File: src/pqft_pkg.sv
// Shared types and codes for the sorted priority queue.
// Used by the queue cell, the top level and the port checker.
package pqft_pkg;

  localparam logic [1:0] OP_INSERT = 2'd0;
  localparam logic [1:0] OP_REMOVE = 2'd1;
  localparam logic [1:0] OP_PEEK   = 2'd2;

  localparam logic [1:0] ST_OK    = 2'd0;
  localparam logic [1:0] ST_FULL  = 2'd1;
  localparam logic [1:0] ST_EMPTY = 2'd2;

  localparam int unsigned DataW  = 32;
  localparam int unsigned CountW = 5;

  typedef struct packed {
    logic signed [DataW-1:0] prio;
    logic [DataW-1:0]        payload;
  } entry_t;

  typedef struct packed {
    logic ins;
    logic rem;
  } cell_ctrl_t;

endpackage

File: src/pqft_cell.sv
// One slot of the sorted register chain: holds an entry, shifts with its neighbors.
// Depends on pqft_pkg.
module pqft_cell
  import pqft_pkg::*;
(
  input  logic       clk_i,
  input  cell_ctrl_t ctrl_i,
  input  logic       occupied_i,
  input  entry_t     new_entry_i,
  input  entry_t     prev_entry_i,
  input  logic       prev_keep_i,
  input  entry_t     next_entry_i,
  output entry_t     entry_o,
  output logic       keep_o
);

  entry_t entry_q, entry_d;

  assign keep_o = occupied_i && (entry_q.prio >= new_entry_i.prio);

  always_comb begin
    entry_d = entry_q;
    if (ctrl_i.ins) begin
      if (keep_o) begin
        entry_d = entry_q;
      end else if (prev_keep_i) begin
        entry_d = new_entry_i;
      end else begin
        entry_d = prev_entry_i;
      end
    end else if (ctrl_i.rem) begin
      entry_d = next_entry_i;
    end
  end

  always_ff @(posedge clk_i) begin
    entry_q <= entry_d;
  end

  assign entry_o = entry_q;

endmodule

File: src/priority_queue_fifo_ties.sv
// Top level of the sorted priority queue: a chain of cells plus count and result beat.
// Depends on pqft_pkg and pqft_cell.
//
// Usage:
//   Input channel s_axis: one beat per operation. tuser carries the opcode
//   (insert, remove highest, peek highest); tdata carries payload and signed
//   priority for an insert. Output channel m_axis: one beat per operation with
//   the removed or peeked payload, the entry count after the operation, and
//   the status (ok, full, empty) in tuser.
//   Entries are kept sorted, highest priority in cell zero, equal priorities
//   in arrival order. Every cell compares against the new priority at once,
//   so an operation completes in the cycle it is accepted.
//   The result beat is registered and appears in the cycle after the input beat.
//   Throughput: one operation per cycle while the receiver takes results.
//   When the receiver stalls, the result beat holds in the output register and
//   s_axis_tready drops until that beat is taken.
//   Reset empties the queue and clears the output valid flag; no clearing pass.
module priority_queue_fifo_ties
  import pqft_pkg::*;
#(
  parameter int unsigned CAPACITY = 16
) (
  input  logic        clk_i,
  input  logic        rst_ni,
  input  logic        s_axis_tvalid,
  output logic        s_axis_tready,
  input  logic [63:0] s_axis_tdata,  // [31:0] payload_in, [63:32] priority_in
  input  logic [1:0]  s_axis_tuser,  // [1:0] opcode
  output logic        m_axis_tvalid,
  input  logic        m_axis_tready,
  output logic [39:0] m_axis_tdata,  // [31:0] payload_out, [36:32] count, [39:37] zero
  output logic [1:0]  m_axis_tuser   // [1:0] status
);

  localparam int unsigned CntW = $clog2(CAPACITY + 1);

  logic [CntW-1:0] count_q, count_d;
  logic            out_valid_q;
  logic [DataW-1:0]  out_payload_q, out_payload_d;
  logic [CountW-1:0] out_count_q;
  logic [1:0]        out_status_q, out_status_d;

  logic       accept;
  logic       full, empty;
  cell_ctrl_t ctrl;
  entry_t     new_entry;
  entry_t     cell_entry [CAPACITY];
  logic       cell_keep  [CAPACITY];

  assign s_axis_tready = !out_valid_q || m_axis_tready;
  assign accept        = s_axis_tvalid && s_axis_tready;
  assign full          = (count_q == CntW'(CAPACITY));
  assign empty         = (count_q == '0);

  assign new_entry.payload = s_axis_tdata[31:0];
  assign new_entry.prio    = $signed(s_axis_tdata[63:32]);

  assign ctrl.ins = accept && (s_axis_tuser == OP_INSERT) && !full;
  assign ctrl.rem = accept && (s_axis_tuser == OP_REMOVE) && !empty;

  for (genvar i = 0; i < CAPACITY; i++) begin : g_cell
    entry_t prev_entry, next_entry;
    logic   prev_keep;
    if (i == 0) begin : g_first
      assign prev_entry = new_entry;
      assign prev_keep  = 1'b1;
    end else begin : g_mid
      assign prev_entry = cell_entry[i-1];
      assign prev_keep  = cell_keep[i-1];
    end
    if (i == CAPACITY - 1) begin : g_last
      assign next_entry = cell_entry[i];
    end else begin : g_inner
      assign next_entry = cell_entry[i+1];
    end
    pqft_cell u_cell (
      .clk_i        (clk_i),
      .ctrl_i       (ctrl),
      .occupied_i   (count_q > CntW'(i)),
      .new_entry_i  (new_entry),
      .prev_entry_i (prev_entry),
      .prev_keep_i  (prev_keep),
      .next_entry_i (next_entry),
      .entry_o      (cell_entry[i]),
      .keep_o       (cell_keep[i])
    );
  end

  always_comb begin
    count_d       = count_q;
    out_payload_d = '0;
    out_status_d  = ST_OK;
    case (s_axis_tuser)
      OP_INSERT: begin
        if (full) begin
          out_status_d = ST_FULL;
        end else begin
          count_d = count_q + CntW'(1);
        end
      end
      OP_REMOVE: begin
        if (empty) begin
          out_status_d = ST_EMPTY;
        end else begin
          out_payload_d = cell_entry[0].payload;
          count_d       = count_q - CntW'(1);
        end
      end
      OP_PEEK: begin
        if (empty) begin
          out_status_d = ST_EMPTY;
        end else begin
          out_payload_d = cell_entry[0].payload;
        end
      end
      default: begin
        count_d = count_q;
      end
    endcase
  end

  always_ff @(posedge clk_i or negedge rst_ni) begin
    if (!rst_ni) begin
      count_q     <= '0;
      out_valid_q <= 1'b0;
    end else begin
      if (accept) begin
        count_q     <= count_d;
        out_valid_q <= 1'b1;
      end else if (m_axis_tready) begin
        out_valid_q <= 1'b0;
      end
    end
  end

  always_ff @(posedge clk_i) begin
    if (accept) begin
      out_payload_q <= out_payload_d;
      out_status_q  <= out_status_d;
      out_count_q   <= CountW'(count_d);
    end
  end

  assign m_axis_tvalid = out_valid_q;
  assign m_axis_tdata  = {3'b000, out_count_q, out_payload_q};
  assign m_axis_tuser  = out_status_q;

endmodule

File: config.mk
export PLATFORM = sky130hd
export DESIGN_NAME = priority_queue_fifo_ties
export DESIGN_NICKNAME = d
export VERILOG_FILES = /design/src/pqft_pkg.sv /design/src/pqft_cell.sv /design/src/priority_queue_fifo_ties.sv
export SDC_FILE = /design/constraint.sdc
export NUM_CORES = 2
export LEC_CHECK = 0
export BUFFER_PORTS_ARGS = -buffer_cell sky130_fd_sc_hd__buf_2
export CAP_MARGIN = 20
export CORE_ASPECT_RATIO = 1.4
export CORE_MARGIN = 10
export CORE_UTILIZATION = 64
export CTS_CLUSTER_DIAMETER = 80
export DETAILED_ROUTE_END_ITERATION = 12
export PLACE_DENSITY = 0.81
export SYNTH_ARGS = -nofsm -noshare
export SYNTH_HDL_FRONTEND = slang
export SYNTH_SLANG_ARGS = --single-unit
File: constraint.sdc
create_clock -name clk_i -period 10.3 [get_ports clk_i]
set_input_delay 0 -clock clk_i [delete_from_list [all_inputs] [get_ports clk_i]]
set_output_delay 0 -clock clk_i [all_outputs]
set_load 0.02 [all_outputs]
==> impl_results.html <==
<table>
<tr><th>Metric</th><th>Value</th></tr>
<tr><th colspan="2">Worst setup path</th></tr>
<tr><td>CP Buf/Inv Count</td><td>4</td></tr>
<tr><td>Register-to-register setup slack</td><td>4.77 ns</td></tr>
<tr><td>CP most frequent cell</td><td>sky130_fd_sc_hd__buf_4</td></tr>
<tr><td>Reg2reg end</td><td>g_cell[10].u_cell.entry_o[51]</td></tr>
<tr><td>Count of cells along the worst register-to-register path</td><td>10</td></tr>
<tr><td>Worst path required time</td><td>10.69 ns</td></tr>
<tr><td>Category of the most critical setup path</td><td>reg -&gt; reg</td></tr>
<tr><td>Data arrival time at the worst-slack endpoint</td><td>5.92 ns</td></tr>
<tr><td>Startpoint of the most critical register-to-register path</td><td>count_q[1]</td></tr>
<tr><td>Largest delay contributor family on the critical path</td><td>buffers and inverters</td></tr>
<tr><td>Maximum single-stage delay on the critical path</td><td>0.84 ns</td></tr>
<tr><td>Crit path cell chain</td><td>inv_1, ha_1, nor2b_1, and2b_1, nand2_1, nand3_4, buf_4, buf_4, buf_4, o21ai_0</td></tr>
<tr><td>Maximum fanout encountered on the critical timing path</td><td>103</td></tr>
<tr><td>Kind of end point of the critical path</td><td>flop</td></tr>
<tr><td>Highest-delay cell along the critical path</td><td>sky130_fd_sc_hd__buf_4</td></tr>
<tr><td>Type of origin of the critical path</td><td>flop</td></tr>
<tr><th colspan="2">Timing</th></tr>
<tr><td>Final hold violation count</td><td>0</td></tr>
<tr><td>Clock Skew</td><td>0.0391 ns</td></tr>
<tr><td>Post-layout minimum cycle time</td><td>5.53 ns</td></tr>
<tr><td>Smallest setup slack after layout</td><td>4.77 ns</td></tr>
<tr><td>Number of failing setup endpoints in the final timing report</td><td>0</td></tr>
<tr><td>Fmax</td><td>181 MHz</td></tr>
<tr><td>Worst slew pin tran</td><td>1.30 ns</td></tr>
<tr><td>Number of max-slew violations in the final report</td><td>0</td></tr>
<tr><td>Setup repair after global routing missed its margin</td><td>false</td></tr>
<tr><td>Slew Limit Headroom</td><td>12.4%</td></tr>
<tr><td>Final clock period utilization by the worst path</td><td>53.6%</td></tr>
<tr><td>Final-layout setup total negative slack</td><td>0 ns</td></tr>
<tr><th colspan="2">Global routing</th></tr>
<tr><td>Via count of the first global-routing pass</td><td>49900</td></tr>
<tr><td>Largest net degree at the start of global routing</td><td>305</td></tr>
<tr><td>Total track usage</td><td>36.4%</td></tr>
<tr><td>Antenna violations before repair</td><td>9</td></tr>
<tr><td>Final global-route overflow total</td><td>0</td></tr>
<tr><td>Wire length of the first global-routing pass</td><td>316000 um</td></tr>
<tr><th colspan="2">Floorplanning</th></tr>
<tr><td>Die span in y</td><td>397 um</td></tr>
<tr><td>Starting density of the core</td><td>64.4%</td></tr>
<tr><td>Placeable Area</td><td>0.101 mm^2</td></tr>
<tr><td>DIE AREA</td><td>0.115 mm^2</td></tr>
<tr><td>Standard-cell row count</td><td>138</td></tr>
<tr><td>Width of the chip</td><td>290 um</td></tr>
<tr><td>Ports placed on the boundary</td><td>114</td></tr>
<tr><th colspan="2">Synth</th></tr>
<tr><td>Count of cell types in the netlist</td><td>73</td></tr>
<tr><td>Async SR Flop Fraction</td><td>0.561%</td></tr>
<tr><td>Most used DFF post-synth</td><td>sky130_fd_sc_hd__edfxtp_1</td></tr>
<tr><td>EDFF count, synth</td><td>1063</td></tr>
<tr><td>Sequential share of the synthesized area</td><td>49.3%</td></tr>
<tr><td>Warning count from the yosys run</td><td>0</td></tr>
<tr><td>Cell type with the highest aggregate area in the netlist</td><td>sky130_fd_sc_hd__edfxtp_1</td></tr>
<tr><td>Gate count of the mapped netlist</td><td>6129</td></tr>
<tr><td>Synthesized area divided by synthesized cell count</td><td>10.6 um^2</td></tr>
<tr><td>Count leader, synth</td><td>sky130_fd_sc_hd__nand2_1</td></tr>
<tr><td>Number of storage elements in the synthesis netlist</td><td>1069</td></tr>
<tr><td>Post-synthesis instance area</td><td>0.0651 mm^2</td></tr>
<tr><td>Cell types with the largest area share after synthesis</td><td>sky130_fd_sc_hd__edfxtp_1 (49%), sky130_fd_sc_hd__ha_1 (10%), sky130_fd_sc_hd__mux2i_1 (9.9%)</td></tr>
<tr><td>Commonest cells in the synthesized netlist</td><td>sky130_fd_sc_hd__nand2_1 (1115), sky130_fd_sc_hd__edfxtp_1 (1063), sky130_fd_sc_hd__o21ai_0 (659), sky130_fd_sc_hd__mux2i_1 (641), sky130_fd_sc_hd__ha_1 (520)</td></tr>
<tr><td>Area fraction of the dominant cell type after synthesis</td><td>49.0%</td></tr>
<tr><th colspan="2">Cells and area</th></tr>
<tr><td>Number of nets in the layout</td><td>6642</td></tr>
<tr><td>Area delta synth-&gt;final</td><td>8.32%</td></tr>
<tr><td>Layout Utilization</td><td>69.8%</td></tr>
<tr><td>Area of the multi-input gates</td><td>0.0310 mm^2</td></tr>
<tr><td>FF/Latch Area</td><td>0.0321 mm^2</td></tr>
<tr><td>Final non-filler cell area</td><td>0.0705 mm^2</td></tr>
<tr><td># fillers</td><td>7332</td></tr>
<tr><td>Layout cell share with drive strength beyond 1</td><td>7.59%</td></tr>
<tr><th colspan="2">Outcome</th></tr>
<tr><td>Status</td><td>finished, final reports clean</td></tr>
<tr><th colspan="2">Min path</th></tr>
<tr><td>Cell depth of the worst min-delay path</td><td>3</td></tr>
<tr><td>Worst Hold End</td><td>g_cell[7].u_cell.entry_o[32]</td></tr>
<tr><td>Class of the most critical hold timing path</td><td>in -&gt; reg</td></tr>
<tr><td>Start point of the worst hold path</td><td>s_axis_tdata[32]</td></tr>
<tr><th colspan="2">CTS</th></tr>
<tr><td>Clock Tree Root</td><td>sky130_fd_sc_hd__clkbuf_16</td></tr>
<tr><td>Insertion delay to the later sink of the worst-skew pair</td><td>0.74 ns</td></tr>
<tr><td>Number of buffers created by CTS</td><td>105</td></tr>
<tr><td>Number of post-CTS setup repair buffers</td><td>0</td></tr>
<tr><td>Clock tree from TritonCTS</td><td>built</td></tr>
<tr><td>Clock sinks</td><td>1069</td></tr>
<tr><td>Number of H-tree levels</td><td>3</td></tr>
<tr><td>Clk buf depth</td><td>3</td></tr>
<tr><td>Register clock-pin slew on the reported worst setup and hold paths</td><td>0.07 ns</td></tr>
<tr><th colspan="2">Flow run</th></tr>
<tr><td>Max-cap violation count</td><td>0</td></tr>
<tr><th colspan="2">Place</th></tr>
<tr><td>Cell Area, Placed</td><td>0.0663 mm^2</td></tr>
<tr><td>Number of buffer cells added on primary ports</td><td>110</td></tr>
<tr><td>Worst setup slack after placement</td><td>4.93 ns</td></tr>
<tr><td>Final Wtd Congestion</td><td>1.02</td></tr>
<tr><td>Detailed Place HPWL</td><td>134000 um</td></tr>
<tr><th colspan="2">Routing</th></tr>
<tr><td>Via density</td><td>6.90</td></tr>
<tr><td>Met2 wirelength from detailed routing</td><td>95900 um</td></tr>
<tr><td>Amount of wire on met3 after detailed routing</td><td>23400 um</td></tr>
<tr><td>Total wirelength of the detailed-routed design</td><td>213000 um</td></tr>
<tr><td>First-pass detailed-route iteration total</td><td>6</td></tr>
<tr><td>DRC violation count after routing</td><td>0</td></tr>
<tr><td>Met1 wire length</td><td>76900 um</td></tr>
<tr><td>Antenna-violating nets left</td><td>0</td></tr>
<tr><td>DRT iter0 DRCs</td><td>6943</td></tr>
<tr><td>Via count</td><td>51600</td></tr>
<tr><td>Routed wirelength normalized by instance count</td><td>28.5 um</td></tr>
<tr><td>Highest Signal Layer</td><td>met5</td></tr>
<tr><th colspan="2">Power and ir drop</th></tr>
<tr><td>Pleak</td><td>27.5 nW</td></tr>
<tr><td>Largest voltage drop on the vdd net</td><td>0.183 mV</td></tr>
<tr><td>Pwr dens</td><td>188 mW/mm^2</td></tr>
</table>
-- area by class of cell --
cell class,instances,share of cell area (%)
clock inverter,61,0.852
tap,1330,2.36
inverter,77,0.410
multi-input combinational,4533,44.0
clock buffer,133,3.97
sequential,1069,45.5
timing repair buffer,266,2.86
antenna,5,0.0177
-- cells by family after synthesis --
group	share of synthesized area, %
compound gates	13.9
xor+xnor	0.0942
fa+ha+maj	10.0
buf+inv	3.60
flops	49.3
mux	11.0
other cells	0.00576
simple gates	12.1
-- metrics by stage --
| stage | hold slack, ns | total power [mW] | instances |
|---|---|---|---|
| floorplan | -0.296 | 7.91 | 6131 |
| global placement | -0.133 | 9.04 | 7197 |
| detailed placement | -0.136 | 9.15 | 7202 |
| CTS | 0.00892 | 13.1 | 7466 |
| global route | 0.0818 | 13.6 | 7470 |
| finish | 0.0479 | 13.2 | 7474 |
-- worst register-to-register path, stage by stage (launching register included) --
cell and delay, ns:
sky130_fd_sc_hd__dfrtp_1 0.49, sky130_fd_sc_hd__inv_1 0.17, sky130_fd_sc_hd__ha_1 0.19, sky130_fd_sc_hd__nor2b_1 0.20, sky130_fd_sc_hd__and2b_1 0.33, sky130_fd_sc_hd__nand2_1 0.22, sky130_fd_sc_hd__nand3_4 0.64, sky130_fd_sc_hd__buf_4 0.82
sky130_fd_sc_hd__buf_4 0.80, sky130_fd_sc_hd__buf_4 0.89, sky130_fd_sc_hd__o21ai_0 0.44
-- where the power goes --
group / internal [mW] / switching (mW)
registers: 5.29 / 0.264
logic: 1.17 / 2.55
clock network: 2.20 / 1.77
-- worst max path at each step --
| stage | end | slack (ns) | cells past startpoint | start |
|---|---|---|---|---|
| 2_1_floorplan | g_cell[3].u_cell.entry_o[0] | 2.79 | 12 | s_axis_tdata[60] |
| 3_3_place_gp | g_cell[12].u_cell.entry_o[40] | 4.71 | 9 | s_axis_tdata[63] |
| 3_5_place_dp | g_cell[10].u_cell.entry_o[51] | 4.93 | 10 | count_q[0] |
| 4_1_cts | g_cell[10].u_cell.entry_o[51] | 4.93 | 10 | count_q[0] |
| 5_1_grt | g_cell[10].u_cell.entry_o[51] | 4.48 | 10 | count_q[0] |
| 6_report | g_cell[10].u_cell.entry_o[51] | 4.77 | 10 | count_q[1] |
-- layer usage --
layer | vias to the layer above | GRT usage (%)
li1 | 22700 | -
met1 | 24700 | 45.9
met2 | 3405 | 55.7
met3 | 773 | 7.47
met4 | 8 | 25.7
met5 | - | 0
-- sequential cells by signal (all words and copies together), names as in the netlist --
register	flops
count_q	5
g_cell.u_cell.entry_o	1024
m_axis_tuser	2
m_axis_tvalid	1
out_count_q	5
out_payload_q	32
-- cell usage in the layout, fill, tap and decap left out, types with 77 or more instances in the layout --
cell type,n
sky130_fd_sc_hd__clkbuf_16,108
sky130_fd_sc_hd__nand4_1,163
sky130_fd_sc_hd__buf_4,77
sky130_fd_sc_hd__o211ai_1,132
sky130_fd_sc_hd__nand3_1,109
sky130_fd_sc_hd__nand2b_1,80
sky130_fd_sc_hd__ha_1,520
sky130_fd_sc_hd__o21ai_0,647
sky130_fd_sc_hd__a21oi_1,323
sky130_fd_sc_hd__o21ai_1,91
sky130_fd_sc_hd__nand2_1,1112
sky130_fd_sc_hd__edfxtp_1,1063
sky130_fd_sc_hd__nor2_1,110
sky130_fd_sc_hd__buf_2,110
sky130_fd_sc_hd__mux2i_1,641
-- timing repair --
| action | in CTS | in global routing |
|---|---|---|
| hold buffers | 70 | 0 |
| resized for setup | 0 | 0 |
| hold endpoints to repair | 970 | 0 |
(Power assumes the default switching activity.)
